$ cat config.mk
export PLATFORM = sky130hd
export DESIGN_NAME = midi_file_stream_parser_unit
export DESIGN_NICKNAME = d
export VERILOG_FILES = /design/src/sv/mfsp_pkg.sv /design/src/sv/midi_file_stream_parser_unit.sv
export VERILOG_INCLUDE_DIRS = /design/src /design/src/sv
export SDC_FILE = /design/constraint.sdc
export NUM_CORES = 1
export LEC_CHECK = 0
export CAP_MARGIN = 10
export CORE_MARGIN = 3
export CORE_UTILIZATION = 55
export DETAILED_ROUTE_END_ITERATION = 6
export DONT_BUFFER_PORTS = 1
export GPL_TIMING_DRIVEN = 0
export MAX_ROUTING_LAYER = met4
export PLACE_DENSITY = 0.82
export SLEW_MARGIN = 20
export SYNTH_ARGS = -nofsm -noshare
export SYNTH_HDL_FRONTEND = slang
export SYNTH_SLANG_ARGS = --single-unit
$ cat constraint.sdc
create_clock -name clk -period 11.3 [get_ports clk]
set_clock_uncertainty 0.05 [all_clocks]
set_input_delay 3.39 -clock clk [delete_from_list [all_inputs] [get_ports clk]]
set_output_delay 3.39 -clock clk [all_outputs]
set_load 0.01 [all_outputs]
$ cat src/sv/midi_file_stream_parser_unit_assert.svh
// ----------------------------------------------------------------------------
// MIDI file stream parser assertion macros
// Shared property forms for the parser's concurrent checks.
// ----------------------------------------------------------------------------
`ifndef MIDI_FILE_STREAM_PARSER_UNIT_ASSERT_SVH
`define MIDI_FILE_STREAM_PARSER_UNIT_ASSERT_SVH

// same-cycle implication
`define MFSP_ASSERT_NOW(label, ante, cons) \
    label: assert property (@(posedge clk) disable iff (!rst_n) (ante) |-> (cons)) \
        else $error("mfsp check failed: same-cycle implication");

// next-cycle implication
`define MFSP_ASSERT_NEXT(label, ante, cons) \
    label: assert property (@(posedge clk) disable iff (!rst_n) (ante) |=> (cons)) \
        else $error("mfsp check failed: next-cycle implication");

`endif

$ cat src/sv/mfsp_pkg.sv
// ----------------------------------------------------------------------------
// MIDI file stream parser package
// Phase and result kind codes, file tags and the result record.
// ----------------------------------------------------------------------------
`default_nettype none

package mfsp_pkg;

    localparam logic [31:0] TAG_FILE  = 32'h4D54_6864;
    localparam logic [31:0] TAG_TRACK = 32'h4D54_726B;
    localparam logic [31:0] HDR_LEN   = 32'd6;

    localparam logic [7:0] STATUS_MIN = 8'h80;
    localparam logic [7:0] SYS_MIN    = 8'hF0;
    localparam logic [7:0] SYSEX_ST   = 8'hF0;
    localparam logic [7:0] SYSEX_END  = 8'hF7;
    localparam logic [7:0] META_ST    = 8'hFF;
    localparam logic [7:0] META_EOT   = 8'h2F;
    localparam logic [3:0] TYPE_PROG  = 4'hC;
    localparam logic [3:0] TYPE_PRESS = 4'hD;

    typedef enum logic [3:0] {
        PH_FTAG   = 4'd0,
        PH_HLEN   = 4'd1,
        PH_HFMT   = 4'd2,
        PH_HTRK   = 4'd3,
        PH_HDIV   = 4'd4,
        PH_TTAG   = 4'd5,
        PH_TLEN   = 4'd6,
        PH_DELTA  = 4'd7,
        PH_STATUS = 4'd8,
        PH_P1     = 4'd9,
        PH_P2     = 4'd10,
        PH_MTYPE  = 4'd11,
        PH_MLEN   = 4'd12,
        PH_MDATA  = 4'd13,
        PH_SYSEX  = 4'd14,
        PH_IDLE   = 4'd15
    } phase_t;

    typedef enum logic [3:0] {
        K_HEADER        = 4'd0,
        K_CHANNEL       = 4'd1,
        K_META_HDR      = 4'd2,
        K_META_DATA     = 4'd3,
        K_TRACK_END     = 4'd4,
        K_ERR_FILE_TAG  = 4'd5,
        K_ERR_HDR_LEN   = 4'd6,
        K_ERR_TRACK_TAG = 4'd7,
        K_ERR_STATUS    = 4'd8,
        K_ERR_VARLEN    = 4'd9
    } kind_t;

    typedef struct packed {
        kind_t        kind;
        logic [27:0]  delta;
        logic [7:0]   event_type;
        logic [3:0]   channel;
        logic [7:0]   param_first;
        logic [7:0]   param_second;
        logic [27:0]  meta_length;
        logic [7:0]   data_byte;
        logic [15:0]  file_format;
        logic [15:0]  track_count;
        logic         division_flag;
        logic [14:0]  time_division;
    } result_t;

endpackage

`default_nettype wire

$ cat src/sv/midi_file_stream_parser_unit.sv
// ----------------------------------------------------------------------------
// MIDI file stream parser
// Parses a Standard MIDI File byte by byte into header, event and error results.
// ----------------------------------------------------------------------------
// The parser takes one file byte per cycle while input ready is high and
// never stalls the input on its own: every byte is processed by a single
// state update in the cycle it is accepted, and a byte that completes a
// result loads it into a one-entry output register, visible on the master
// side the next cycle. Input ready drops only while that register holds a
// result the consumer has not taken.
`default_nettype none

module midi_file_stream_parser_unit
    import mfsp_pkg::*;
(
    input  wire logic         clk,
    input  wire logic         rst_n,
    input  wire logic         s_axis_tvalid,
    output logic              s_axis_tready,
    input  wire logic [7:0]   s_axis_tdata,   // in_byte[7:0]
    input  wire logic [0:0]   s_axis_tuser,   // file_start[0]
    output logic              m_axis_tvalid,
    input  wire logic         m_axis_tready,
    // delta[27:0], event_type[35:28], channel[39:36], param_first[47:40],
    // param_second[55:48], meta_length[83:56], data_byte[91:84],
    // file_format[107:92], track_count[123:108], division_flag[124],
    // time_division[139:125], zero pad[143:140]
    output logic [143:0]      m_axis_tdata,
    output logic [3:0]        m_axis_tuser    // kind[3:0]
);

    phase_t       phase_reg, phase_next, cur_phase;
    logic [2:0]   idx_reg, idx_next, cur_idx, idx_inc;
    logic [31:0]  gw_reg, gw_next, cur_gw, gw_shift;
    logic [15:0]  fmt_reg, fmt_next, cur_fmt;
    logic [15:0]  trk_reg, trk_next, cur_trk, trk_dec;
    logic [7:0]   rs_reg, rs_next, cur_rs;
    logic [27:0]  dacc_reg, dacc_next, cur_dacc;
    logic [2:0]   vl_reg, vl_next, cur_vl, vl_inc;
    logic [15:0]  held_reg, held_next, cur_held;
    logic [7:0]   mkind_reg, mkind_next, cur_mkind;
    logic [27:0]  mrem_reg, mrem_next, cur_mrem, mrem_dec;
    logic         eotp_reg, eotp_next, cur_eotp;
    logic [27:0]  vl_src, vl_acc;
    logic         in_fire, load, out_valid_reg, out_valid_next;
    logic [7:0]   b;
    result_t      res, res_reg;
    logic         res_valid;

    assign in_fire       = s_axis_tvalid & s_axis_tready;
    assign s_axis_tready = !out_valid_reg || m_axis_tready;
    assign load          = in_fire && res_valid;
    assign b             = s_axis_tdata;

    always_comb
    begin
        if (s_axis_tuser[0])
        begin
            cur_phase = PH_FTAG;
            cur_idx   = '0;
            cur_gw    = '0;
            cur_fmt   = '0;
            cur_trk   = '0;
            cur_rs    = '0;
            cur_dacc  = '0;
            cur_vl    = '0;
            cur_held  = '0;
            cur_mkind = '0;
            cur_mrem  = '0;
            cur_eotp  = 1'b0;
        end
        else
        begin
            cur_phase = phase_reg;
            cur_idx   = idx_reg;
            cur_gw    = gw_reg;
            cur_fmt   = fmt_reg;
            cur_trk   = trk_reg;
            cur_rs    = rs_reg;
            cur_dacc  = dacc_reg;
            cur_vl    = vl_reg;
            cur_held  = held_reg;
            cur_mkind = mkind_reg;
            cur_mrem  = mrem_reg;
            cur_eotp  = eotp_reg;
        end
    end

    assign idx_inc  = cur_idx + 3'd1;
    assign gw_shift = {cur_gw[23:0], b};
    assign vl_inc   = cur_vl + 3'd1;
    assign vl_src   = (cur_vl == 3'd0) ? 28'd0
                    : ((cur_phase == PH_MLEN) ? cur_mrem : cur_dacc);
    assign vl_acc   = {vl_src[20:0], b[6:0]};
    assign trk_dec  = cur_trk - 16'd1;
    assign mrem_dec = cur_mrem - 28'd1;

    always_comb
    begin
        phase_next = phase_reg;
        idx_next   = idx_reg;
        gw_next    = gw_reg;
        fmt_next   = fmt_reg;
        trk_next   = trk_reg;
        rs_next    = rs_reg;
        dacc_next  = dacc_reg;
        vl_next    = vl_reg;
        held_next  = held_reg;
        mkind_next = mkind_reg;
        mrem_next  = mrem_reg;
        eotp_next  = eotp_reg;
        res        = '0;
        res_valid  = 1'b0;
        if (in_fire)
        begin
            phase_next = cur_phase;
            idx_next   = cur_idx;
            gw_next    = cur_gw;
            fmt_next   = cur_fmt;
            trk_next   = cur_trk;
            rs_next    = cur_rs;
            dacc_next  = cur_dacc;
            vl_next    = cur_vl;
            held_next  = cur_held;
            mkind_next = cur_mkind;
            mrem_next  = cur_mrem;
            eotp_next  = cur_eotp;
            unique case (cur_phase)
                PH_FTAG, PH_HLEN, PH_TTAG, PH_TLEN:
                begin
                    gw_next  = gw_shift;
                    idx_next = idx_inc;
                    if (idx_inc >= 3'd4)
                    begin
                        idx_next = '0;
                        gw_next  = '0;
                        if (cur_phase == PH_FTAG)
                        begin
                            if (gw_shift != TAG_FILE)
                            begin
                                gw_next    = gw_shift;
                                res.kind   = K_ERR_FILE_TAG;
                                res_valid  = 1'b1;
                                phase_next = PH_IDLE;
                            end
                            else
                            begin
                                phase_next = PH_HLEN;
                            end
                        end
                        else if (cur_phase == PH_HLEN)
                        begin
                            if (gw_shift != HDR_LEN)
                            begin
                                gw_next    = gw_shift;
                                res.kind   = K_ERR_HDR_LEN;
                                res_valid  = 1'b1;
                                phase_next = PH_IDLE;
                            end
                            else
                            begin
                                phase_next = PH_HFMT;
                            end
                        end
                        else if (cur_phase == PH_TTAG)
                        begin
                            if (gw_shift != TAG_TRACK)
                            begin
                                gw_next    = gw_shift;
                                res.kind   = K_ERR_TRACK_TAG;
                                res_valid  = 1'b1;
                                phase_next = PH_IDLE;
                            end
                            else
                            begin
                                rs_next    = '0;
                                phase_next = PH_TLEN;
                            end
                        end
                        else
                        begin
                            vl_next    = '0;
                            phase_next = PH_DELTA;
                        end
                    end
                end
                PH_HFMT, PH_HTRK, PH_HDIV:
                begin
                    gw_next  = gw_shift;
                    idx_next = idx_inc;
                    if (idx_inc >= 3'd2)
                    begin
                        idx_next = '0;
                        gw_next  = '0;
                        if (cur_phase == PH_HFMT)
                        begin
                            fmt_next   = gw_shift[15:0];
                            phase_next = PH_HTRK;
                        end
                        else if (cur_phase == PH_HTRK)
                        begin
                            trk_next   = gw_shift[15:0];
                            phase_next = PH_HDIV;
                        end
                        else
                        begin
                            res.kind          = K_HEADER;
                            res.file_format   = cur_fmt;
                            res.track_count   = cur_trk;
                            res.division_flag = gw_shift[15];
                            res.time_division = gw_shift[14:0];
                            res_valid         = 1'b1;
                            phase_next = (cur_trk == 16'd0) ? PH_IDLE : PH_TTAG;
                        end
                    end
                end
                PH_DELTA:
                begin
                    dacc_next = vl_acc;
                    vl_next   = vl_inc;
                    if (!b[7])
                    begin
                        vl_next    = '0;
                        phase_next = PH_STATUS;
                    end
                    else if (vl_inc >= 3'd4)
                    begin
                        vl_next    = '0;
                        res.kind   = K_ERR_VARLEN;
                        res_valid  = 1'b1;
                        phase_next = PH_IDLE;
                    end
                end
                PH_STATUS, PH_P1, PH_P2:
                begin
                    if (cur_phase == PH_P2)
                    begin
                        res.kind         = K_CHANNEL;
                        res.delta        = cur_dacc;
                        res.event_type   = {cur_held[15:12], 4'h0};
                        res.channel      = cur_held[11:8];
                        res.param_first  = cur_held[7:0];
                        res.param_second = b;
                        res_valid        = 1'b1;
                        phase_next       = PH_DELTA;
                    end
                    else if (cur_phase == PH_P1 || b < STATUS_MIN)
                    begin
                        if (cur_phase == PH_STATUS && cur_rs == 8'd0)
                        begin
                            res.kind   = K_ERR_STATUS;
                            res_valid  = 1'b1;
                            phase_next = PH_IDLE;
                        end
                        else
                        begin
                            held_next = (cur_phase == PH_P1) ? {cur_held[15:8], b}
                                                             : {cur_rs, b};
                            if (held_next[15:12] == TYPE_PROG
                                || held_next[15:12] == TYPE_PRESS)
                            begin
                                res.kind        = K_CHANNEL;
                                res.delta       = cur_dacc;
                                res.event_type  = {held_next[15:12], 4'h0};
                                res.channel     = held_next[11:8];
                                res.param_first = b;
                                res_valid       = 1'b1;
                                phase_next      = PH_DELTA;
                            end
                            else
                            begin
                                phase_next = PH_P2;
                            end
                        end
                    end
                    else if (b < SYS_MIN)
                    begin
                        rs_next    = b;
                        held_next  = {b, 8'h00};
                        phase_next = PH_P1;
                    end
                    else if (b == META_ST)
                    begin
                        phase_next = PH_MTYPE;
                    end
                    else if (b == SYSEX_ST)
                    begin
                        phase_next = PH_SYSEX;
                    end
                    else
                    begin
                        res.kind   = K_ERR_STATUS;
                        res_valid  = 1'b1;
                        phase_next = PH_IDLE;
                    end
                end
                PH_MTYPE:
                begin
                    mkind_next = b;
                    eotp_next  = (b == META_EOT);
                    vl_next    = '0;
                    phase_next = PH_MLEN;
                end
                PH_MLEN:
                begin
                    mrem_next = vl_acc;
                    vl_next   = vl_inc;
                    if (!b[7])
                    begin
                        vl_next = '0;
                        if (vl_acc == 28'd0 && cur_eotp)
                        begin
                            res.kind       = K_TRACK_END;
                            res.delta      = cur_dacc;
                            res.event_type = cur_mkind;
                            res_valid      = 1'b1;
                            trk_next       = trk_dec;
                            phase_next = (trk_dec == 16'd0) ? PH_IDLE : PH_TTAG;
                            idx_next       = '0;
                            gw_next        = '0;
                            eotp_next      = 1'b0;
                        end
                        else
                        begin
                            res.kind        = K_META_HDR;
                            res.delta       = cur_dacc;
                            res.event_type  = cur_mkind;
                            res.meta_length = vl_acc;
                            res_valid       = 1'b1;
                            phase_next = (vl_acc == 28'd0) ? PH_DELTA : PH_MDATA;
                        end
                    end
                    else if (vl_inc >= 3'd4)
                    begin
                        vl_next    = '0;
                        res.kind   = K_ERR_VARLEN;
                        res_valid  = 1'b1;
                        phase_next = PH_IDLE;
                    end
                end
                PH_MDATA:
                begin
                    mrem_next = mrem_dec;
                    res.delta      = cur_dacc;
                    res.event_type = cur_mkind;
                    res.data_byte  = b;
                    res_valid      = 1'b1;
                    if (mrem_dec == 28'd0 && cur_eotp)
                    begin
                        res.kind   = K_TRACK_END;
                        trk_next   = trk_dec;
                        phase_next = (trk_dec == 16'd0) ? PH_IDLE : PH_TTAG;
                        idx_next   = '0;
                        gw_next    = '0;
                        eotp_next  = 1'b0;
                    end
                    else
                    begin
                        res.kind = K_META_DATA;
                        if (mrem_dec == 28'd0)
                        begin
                            phase_next = PH_DELTA;
                        end
                    end
                end
                PH_SYSEX:
                begin
                    if (b == SYSEX_END)
                    begin
                        phase_next = PH_DELTA;
                    end
                end
                default:
                begin
                    phase_next = PH_IDLE;
                end
            endcase
        end
    end

    always_comb
    begin
        if (load)
        begin
            out_valid_next = 1'b1;
        end
        else if (m_axis_tready)
        begin
            out_valid_next = 1'b0;
        end
        else
        begin
            out_valid_next = out_valid_reg;
        end
    end

    always_ff @(posedge clk or negedge rst_n)
    begin
        if (!rst_n)
        begin
            phase_reg     <= PH_FTAG;
            idx_reg       <= '0;
            gw_reg        <= '0;
            fmt_reg       <= '0;
            trk_reg       <= '0;
            rs_reg        <= '0;
            dacc_reg      <= '0;
            vl_reg        <= '0;
            held_reg      <= '0;
            mkind_reg     <= '0;
            mrem_reg      <= '0;
            eotp_reg      <= 1'b0;
            out_valid_reg <= 1'b0;
        end
        else
        begin
            phase_reg     <= phase_next;
            idx_reg       <= idx_next;
            gw_reg        <= gw_next;
            fmt_reg       <= fmt_next;
            trk_reg       <= trk_next;
            rs_reg        <= rs_next;
            dacc_reg      <= dacc_next;
            vl_reg        <= vl_next;
            held_reg      <= held_next;
            mkind_reg     <= mkind_next;
            mrem_reg      <= mrem_next;
            eotp_reg      <= eotp_next;
            out_valid_reg <= out_valid_next;
        end
    end

    always_ff @(posedge clk)
    begin
        if (load)
        begin
            res_reg <= res;
        end
    end

    assign m_axis_tvalid = out_valid_reg;
    assign m_axis_tuser  = res_reg.kind;
    assign m_axis_tdata  = {4'b0000, res_reg.time_division, res_reg.division_flag,
                            res_reg.track_count, res_reg.file_format,
                            res_reg.data_byte, res_reg.meta_length,
                            res_reg.param_second, res_reg.param_first,
                            res_reg.channel, res_reg.event_type, res_reg.delta};

`include "midi_file_stream_parser_unit_assert.svh"

    `MFSP_ASSERT_NEXT(a_err_goes_idle,
        load && (res.kind == K_ERR_FILE_TAG || res.kind == K_ERR_HDR_LEN
        || res.kind == K_ERR_TRACK_TAG || res.kind == K_ERR_STATUS
        || res.kind == K_ERR_VARLEN), phase_reg == PH_IDLE)
    `MFSP_ASSERT_NEXT(a_track_end_exit, load && res.kind == K_TRACK_END,
        (phase_reg == PH_TTAG || phase_reg == PH_IDLE) && idx_reg == 3'd0)
    `MFSP_ASSERT_NOW(a_idx_range, 1'b1, !idx_reg[2] && !vl_reg[2])
    `MFSP_ASSERT_NOW(a_no_overwrite, load, s_axis_tready)

endmodule

`default_nettype wire

Yosys cells after proc, flatten, opt, wreduce, memory -nomap -nowiden:

Index checks and enable logic that the tools add are counted.

* bits in registers: 308
* input port bits: 13
* word-level logic and storage cells: 234

* add/subtract/negate cells: 4
* magnitude comparators: 5
* eq/ne operators: 23
* multiplexer cells: 147
* bitwise gates (word level): 5
* reductions and logical operators: 25

Operators by type and width (number)
* $mux 32: 12
* $mux 16: 18
* $mux 4: 38
* $pmux 32 s4: 1
* $pmux 36 s3: 1
* $mux 48: 2
* $mux 8: 11
* $mux 28: 3
* $ne 32x31->1 const B: 2
* $logic_not 28->1: 2
* $pmux 28 s2: 1
* $mux 3: 18
* $mux 52: 1
* $mux 49: 1
* $pmux 16 s3: 1
* $mux 21: 2
* $mux 39: 1
* $eq 4x4->1 const B: 9
* $mux 36: 1
* $logic_not 16->1: 2
* $ne 32x3->1 const B: 1
* $pmux 4 s8: 1
* $mux 1: 28
* $sub 28x1->28 const B: 1
* 31 further kinds: 51

Longest topological paths before layout:

Gate-level depths: netlist of the first run.

* depth after elaboration: 13
* mapped depth: 20

Worst setup path after synthesis of the first run:

Ideal clock, no wire load.

* path kind: input to register
* from: in s_axis_tuser
* to: reg res_reg (netlist bit m_axis_tdata[0]), enable pin
* library setup time: 729 ps
* arrival time: 14340 ps
* data required time: 10521 ps
* setup slack: -3820 ps
* stages: 15
* buffers on the path: 8
* cell sequence: clkbuf_1 > clkbuf_1 > clkbuf_1 > clkbuf_1 > clkbuf_1 > clkbuf_1 > buf_1 > buf_1 > nor2b_1 > ha_1 > xor2_1 > nand2b_1 > nor2b_1 > nand2_1 > a41oi_1

* word-level cells in the longest chain between the ends: 12
* elaborated cells on any way between the ends: 57
* classes of those cells: 2 x add/sub; 3 x order compare; 17 x eq/ne; 26 x mux; 9 x reduce/logical

Ends and longest elaborated chain
* start: declaration: RTL line midi_file_stream_parser_unit.sv:21 `input wire logic [0:0] s_axis_tuser,`
* $mux 4: RTL line midi_file_stream_parser_unit.sv:57 `if (s_axis_tuser[0])`
* $eq 4x4->1: RTL line midi_file_stream_parser_unit.sv:128, midi_file_stream_parser_unit.sv:247, midi_file_stream_parser_unit.sv:257
* $mux 16: RTL line midi_file_stream_parser_unit.sv:257 `held_next = (cur_phase == PH_P1) ? {cur_held[15:8], b}`
* $eq 4x4->1 (on tied branches): RTL line midi_file_stream_parser_unit.sv:259, midi_file_stream_parser_unit.sv:260
* $logic_or 1x1->1: RTL line midi_file_stream_parser_unit.sv:260 `|| held_next[15:12] == TYPE_PRESS)`
* $mux 1: RTL line midi_file_stream_parser_unit.sv:259 `if (held_next[15:12] == TYPE_PROG`
* $mux 1: RTL line midi_file_stream_parser_unit.sv:249 `if (cur_phase == PH_STATUS && cur_rs == 8'd0)`
* $mux 1: RTL line midi_file_stream_parser_unit.sv:247 `else if (cur_phase == PH_P1 || b < STATUS_MIN)`
* $mux 1: RTL line midi_file_stream_parser_unit.sv:236 `if (cur_phase == PH_P2)`
* $pmux 1 s6 (*): RTL line midi_file_stream_parser_unit.sv:128 `unique case (cur_phase)`
* $mux 1 (*): RTL line midi_file_stream_parser_unit.sv:114 `if (in_fire)`
* $logic_and 1x1->1 (*): RTL line midi_file_stream_parser_unit.sv:52 `assign load = in_fire && res_valid;`
* named net load: RTL line midi_file_stream_parser_unit.sv:45 `logic in_fire, load, out_valid_reg, out_valid_next;`
* end signal: assignment: RTL line midi_file_stream_parser_unit.sv:437 `res_reg <= res;`
* end: declaration: RTL line midi_file_stream_parser_unit.sv:47 `result_t res, res_reg;`

Mark *: on every way through the listed nets, which the timed path passes. The rest lies on a longest branch.
A chain may end at the register's enable or synchronous reset.

Worst setup path after layout of the first run:

* from: in s_axis_tuser
* to: reg res_reg (netlist bit m_axis_tdata[68]), enable pin

The elaborated chain is that of the path after synthesis.

==> run metrics, run 1 <==
status finished clean; CP arrival 11,290 ps; max reg flops 140; WP data required 11,570 ps; drt pass-1 iters 6; P_int 2.336 mW; die width 175.5 um; die height 175.5 um; Routed Antenna Nets 0; CTS H-tree lvls 1; TritonCTS Sinks 300; Port Buffers 0; filler cell count 2,296; Worst Max-Slew Pin Slew 1086 ps; CP max FO 23; Seq/Total Area, Yosys 52.08%; CTS Buffer Depth 3; logic gate share of total power 34.5%; most frequent cells in the layout 173 x nand2_1, 156 x dfrtp_1, 144 x edfxtp_1; slew margin rel. 27.35%; initial core utilization 56.40%; net switching fraction of the power 39.14%; Synth top area share 27.37%; top cells by area, synth edfxtp_1 27%, dfrtp_1 25%, a22o_1 5.0%; vias per cell 7.113; sequential share of power 37.9%; clk slew on worst S/H paths 60 ps; min-delay worst type register to register; LEAKAGE 6.665 nW; Worst-Skew Late Latency 570 ps; total power 3.839 mW; PD cells 218.7 nW/um^2; CTS Root Cell clkbuf_16; area of the multi-input gates 6962 sq um; clock share of power 27.6%; post-cts resize count 0; final WL 56,050 um; R2R Path Start phase_reg[0]; most common cell after layout, fill and taps aside nand2_1; Cell Area, Synth 15,800 sq um; RSZ-0062 raised after global routing no; # setup viols final 0; Worst Setup End Kind register; startpoint types input port; drt wl/cell 27.16 um; Total GRT Usage 36.61%; mean area per synthesized cell 9.764 sq um; Hold Crit Start mkind_reg[3]; period utilisation layout 97.48%; 1st-iter DRT viols 2,451; pre-CTS WS 103.1 ps; pin count of the biggest net entering global routing 157; initial antenna violation count 1; vias in the first global route 13,964; CTS Hold Buffers Added 0; Ports 163; GRT overflow 0; type of the worst setup path input port to register; Sw Pwr 1.503 mW; number of placement rows 61; number of warnings issued by yosys 0; Unique masters post-synth 78; first-pass GRT wire length 85,060 um; share of post-route cells with drive strength above 1 5.282%; CTS tree done; Final #Nets 1,682; Async S/R FF share, synth 52.00%; Syn Inst Count 1,618; VDD IR max 127.3 uV; Final HPWL DP 38,930 um; DR vias 14,681; register area 8228 sq um; drc violations 0; EDFF count, synth 144; Critical path origin s_axis_tuser; core area 28,010 sq um; Final Hold Fails 0; Synth Flop Type dfrtp_1; Num CTS Buffers 30; Max Clock Freq 90.78 MHz; area grow syn2layout 11.13%; die area 30,800 sq um; Synth area leader edfxtp_1; pins over their slew limit 0; post-layout min period 11,020 ps; total of max-cap violations 0; routability cong. 1.054; setup ws final 284.5 ps; Yosys reg bits 300; post-CTS setup buffer count 0
-- final timing paths --
kind                            slack [ps]               end  cells past startpoint
worst max-delay path                   280  m_axis_tdata[68]                     19
worst min-delay path                   440      mkind_reg[3]                      1
worst max register to register        6160  m_axis_tdata[68]                     13
worst min register to register         440      mkind_reg[3]                      1
max in group asynchronous             8420         rs_reg[2]                      0
min in group asynchronous             2470        trk_reg[1]                      0
-- layout make-up --
class / instances / share of cell area, %
flip-flops and latches: 300 / 46.86
clock buffers: 35 / 4.561
multi-input cells: 1161 / 39.65
plain buffers: 138 / 3.250
inverters: 22 / 0.4704
repair buffers: 9 / 1.169
diodes: 1 / 0.01425
well taps: 378 / 2.694
clock inverters: 20 / 1.326
-- stage by stage --
stage	util, %	TNS [ps]	hold slack, ps	cell area, sq um	std cells
after floorplan	-	0	390.7	15830	1621
after global placement	58.20	-326750	402.6	16300	1999
after detailed placement	58.98	0	418.9	16520	2008
after CTS	62.67	0	440.7	17550	2063
after global routing	62.68	0	457.4	17560	2064
final	62.68	0	439.3	17560	2064
-- synthesized netlist by cell type, types with 9 or more instances --
| cell | number |
|---|---|
| nand2b_1 | 12 |
| or3_1 | 15 |
| o22ai_1 | 15 |
| a22oi_1 | 23 |
| nor4_1 | 39 |
| a31oi_1 | 14 |
| a21o_1 | 15 |
| o21a_1 | 9 |
| and2_1 | 108 |
| nor3_1 | 51 |
| nand2_1 | 173 |
| xnor2_1 | 14 |
| a21oi_1 | 116 |
| nand4_1 | 13 |
| clkbuf_1 | 113 |
| o21ai_0 | 96 |
| a22o_1 | 90 |
| and3_1 | 21 |
| inv_1 | 22 |
| edfxtp_1 | 144 |
| buf_1 | 11 |
| nand3_1 | 38 |
| nor2b_1 | 16 |
| dfrtp_1 | 156 |
| o31ai_1 | 17 |
| nor2_1 | 107 |
-- worst max-delay path: stages --
cell and delay (ps):
clkbuf_1 390, clkbuf_1 550, clkbuf_1 600, clkbuf_1 640, clkbuf_1 560, clkbuf_1 630, buf_1 640, buf_1 690
nor2b_1 110, ha_1 260, xor2_1 690, nand2b_1 370, nor2b_1 260, nand2_1 190, a41oi_4 420, buf_16 330
buf_16 170, buf_16 170, buf_16 170
-- power by group through the flow --
stage,logic [mW],clock network [mW],registers (mW)
finish,1.32,1.06,1.46
global route,1.40,1.11,1.47
CTS,1.26,1.06,1.45
detailed placement,1.25,0,1.47
global placement,1.21,0,1.48
floorplan,0.869,0,1.42
-- cells by family (layout without fill, tap and decap cells) --
logic type	after synthesis	after routing	share of synthesized area (%)
DFF	300	300	52.08
and+or+nand+nor	645	645	21.23
adders and majority gates	7	7	0.5543
muxes	7	7	0.4435
other	1	5	0.02374
AOI/OAI and AO/OA	478	478	20.42
xor gates and xnor gates	20	20	1.109
buffers and inverters	160	224	4.134
-- per-layer routing --
layer	part of all wire (%)	up-vias	GRT usage, %
met5	0	-	-
met4	5.7	0	17.06
met3	12	289	8.128
met2	43	1227	51.89
met1	39	7057	50.52
li1	-	6108	-
Power figures use the tool's default switching activity.
==> run 2, diff against run 1 <==
==> constraint.sdc (replaced) <==
create_clock -name clk -period 11.3 [get_ports clk]
set_clock_uncertainty 0.05 [all_clocks]
set_input_delay 1.695 -clock clk [delete_from_list [all_inputs] [get_ports clk]]
set_output_delay 1.695 -clock clk [all_outputs]
set_load 0.01 [all_outputs]
==> run 2 against run 1 <==
Worst setup slack improved by 1400 ps. Clock power barely moved. Core utilization fell by 0.076 points. Hold slack got worse by 5.3 ps. Wire length rose by 5.0%. Register-to-register slack got worse by 90 ps. Via count fell by 1.9%. Sequential power barely moved. Sequential share of layout area rose by 0.057 points. Critical path depth rose by 1. Power barely moved. Non-clock buffer count did not move.
==> run metrics, run 2 (synthesized netlist as in run 1, its figures left out) <==
status finished clean (unchanged); Worst-Skew Late Latency 600 ps (was 570 ps); Hold Crit Endpoint mkind_reg[5] (was mkind_reg[3]); die height 175.5 um (unchanged); Sw Pwr 1.530 mW (was 1.503 mW); slew margin rel. 24.78% (was 27.35%); r2r setup slk 6070 ps (was 6160 ps); FF-to-FF path depth 14 (was 13); r2r endpoint m_axis_tdata[22] (was m_axis_tdata[68]); clk slew on worst S/H paths 60 ps (about the same); Final Hold Slack 434.0 ps (was 439.3 ps); post-layout min period 9607 ps (was 11,020 ps); clock share of power 27.3% (was 27.6%); area grow syn2layout 10.99% (was 11.13%); DRT met1 WL 22,850 um (was 22,070 um); pins over their slew limit 0 (unchanged); DR vias 14,408 (was 14,681); share of post-route cells with drive strength above 1 5.332% (was 5.282%); Core Util, Final 62.60% (was 62.68%); net switching fraction of the power 39.85% (was 39.14%); pin count of the biggest net entering global routing 157 (unchanged); CTS Hold Buffers Added 0 (unchanged); CTS Root Cell clkbuf_16 (unchanged); initial antenna violation count 2 (was 1); initial core utilization 56.40% (unchanged); PD cells 218.9 nW/um^2 (was 218.7 nW/um^2); min-delay worst type register to register (unchanged); core area 28,010 sq um (unchanged); Worst Max-Slew Pin Slew 1128 ps (was 1086 ps); met3 wire length 7277 um (was 6902 um); drc violations 0 (unchanged); final WL 58,850 um (was 56,050 um); type of the worst setup path input port to register (unchanged); sequential share of power 38.0% (was 37.9%); P_int 2.309 mW (was 2.336 mW); Max Clock Freq 104.1 MHz (was 90.78 MHz); CTS Buffer Depth 3 (unchanged); startpoint types input port (unchanged); R2R Path Start phase_reg[0] (unchanged); Final #Nets 1,683 (was 1,682); VDD IR max 147.6 uV (was 127.3 uV); drt pass-1 iters 6 (unchanged); CTS tree done (unchanged); post-route cell area 17,540 sq um (was 17,560 sq um); pre-CTS WS 1648 ps (was 103.1 ps); Port Buffers 0 (unchanged); post-CTS setup buffer count 0 (unchanged); Final HPWL DP 41,300 um (was 38,930 um); CTS H-tree lvls 1 (unchanged); Total GRT Usage 38.53% (was 36.61%); logic gate share of total power 34.7% (was 34.5%); Final Hold Fails 0 (unchanged); first-pass GRT wire length 87,510 um (was 85,060 um); total power 3.839 mW (about the same); CP max FO 23 (unchanged); Met2 Routed Length 25,770 um (was 23,910 um); setup ws final 1693 ps (was 284.5 ps); post-route insts no fill 2,067 (was 2,064); WP data required 11,590 ps (was 11,570 ps); period utilisation layout 85.01% (was 97.48%); drt wl/cell 28.47 um (was 27.16 um); Worst Setup End Kind register (unchanged); GRT overflow 0 (unchanged); die width 175.5 um (unchanged); total of max-cap violations 0 (unchanged); # placed instances 2,008 (unchanged); vias per cell 6.970 (was 7.113); worst hold path depth 2 (was 1); number of placement rows 61 (unchanged); routability cong. 1.022 (was 1.054); Routed Antenna Nets 0 (unchanged); Num CTS Buffers 31 (was 30); # setup viols final 0 (unchanged); most frequent cells in the layout 173 x nand2_1, 156 x dfrtp_1, 144 x edfxtp_1 (unchanged); 1st-iter DRT viols 2,387 (was 2,451); setup TNS 0 ps (unchanged); post-cts resize count 0 (unchanged); Area after DPL 16,510 sq um (was 16,520 sq um); RSZ-0062 raised after global routing no (unchanged); TritonCTS Sinks 300 (unchanged); LEAKAGE 6.649 nW (was 6.665 nW); most common cell after layout, fill and taps aside nand2_1 (unchanged); max layer used met4 (unchanged); max reg flops 140 (unchanged); die area 30,800 sq um (unchanged); CP arrival 9900 ps (was 11,290 ps); Hold Crit Start mkind_reg[5] (was mkind_reg[3]); vias in the first global route 13,700 (was 13,964); Ports 163 (unchanged); filler cell count 2,307 (was 2,296)
run 2: cell count changes in the layout (fill, tap and decap cells not counted), moves of 2 or more:
| cell | change |
|---|---|
| bufinv_16 | -2 |
| clkbuf_1 | +7 |
| clkinv_1 | -5 |
| clkinv_2 | -2 |
| clkinv_4 | +2 |
run 2: routing by layer:
metal,global-route usage [%],vias up
met5,-,-
met3,8.560,225
met2,56.48,1089
met4,15.11,0
met1,52.76,6990
li1,-,6104
run 2: worst max-delay path: stages:
cell	delay, ps
clkbuf_1	360
clkbuf_1	590
clkbuf_1	620
clkbuf_1	760
clkbuf_1	570
clkbuf_1	640
buf_1	660
buf_1	720
nor2b_1	110
ha_1	260
xor2_1	780
nand2b_1	390
nor2b_1	270
nand2_1	180
a41oi_4	270
buf_16	260
buf_16	170
buf_16	170
buf_16	170
buf_8	180
run 2: how the worst max path moves through the flow:
| stage | slack, ps | from | endpoint |
|---|---|---|---|
| 2_1_floorplan | 1650 | s_axis_tuser | m_axis_tdata[0] |
| 3_3_place_gp | -2540 | s_axis_tuser | m_axis_tdata[21] |
| 3_5_place_dp | 1650 | s_axis_tuser | m_axis_tdata[22] |
| 4_1_cts | 2240 | s_axis_tuser | m_axis_tdata[20] |
| 5_1_grt | 1760 | s_axis_tuser | gw_reg[17] |
| 6_report | 1690 | s_axis_tuser | m_axis_tdata[22] |
run 2: area by class of cell:
cell class	count	area, sq um	area share [%]
flip-flops and latches	300	8228	46.92
multi-input cells	1161	6962	39.70
diodes	1	2.502	0.01427
clock inverters	15	186.4	1.063
well taps	378	473.0	2.697
plain buffers	138	570.5	3.254
repair buffers	9	190.2	1.085
inverters	22	82.58	0.4709
clock buffers	43	840.8	4.795
run 2: power by group through the flow:
| stage | Sequential [mW] | Clock (mW) | Combinational, mW |
|---|---|---|---|
| 2_1_floorplan | 1.43 | 0 | 0.868 |
| 3_3_place_gp | 1.49 | 0 | 1.23 |
| 3_5_place_dp | 1.47 | 0 | 1.27 |
| 4_1_cts | 1.45 | 1.05 | 1.28 |
| 5_1_grt | 1.47 | 1.09 | 1.42 |
| 6_report | 1.46 | 1.05 | 1.33 |
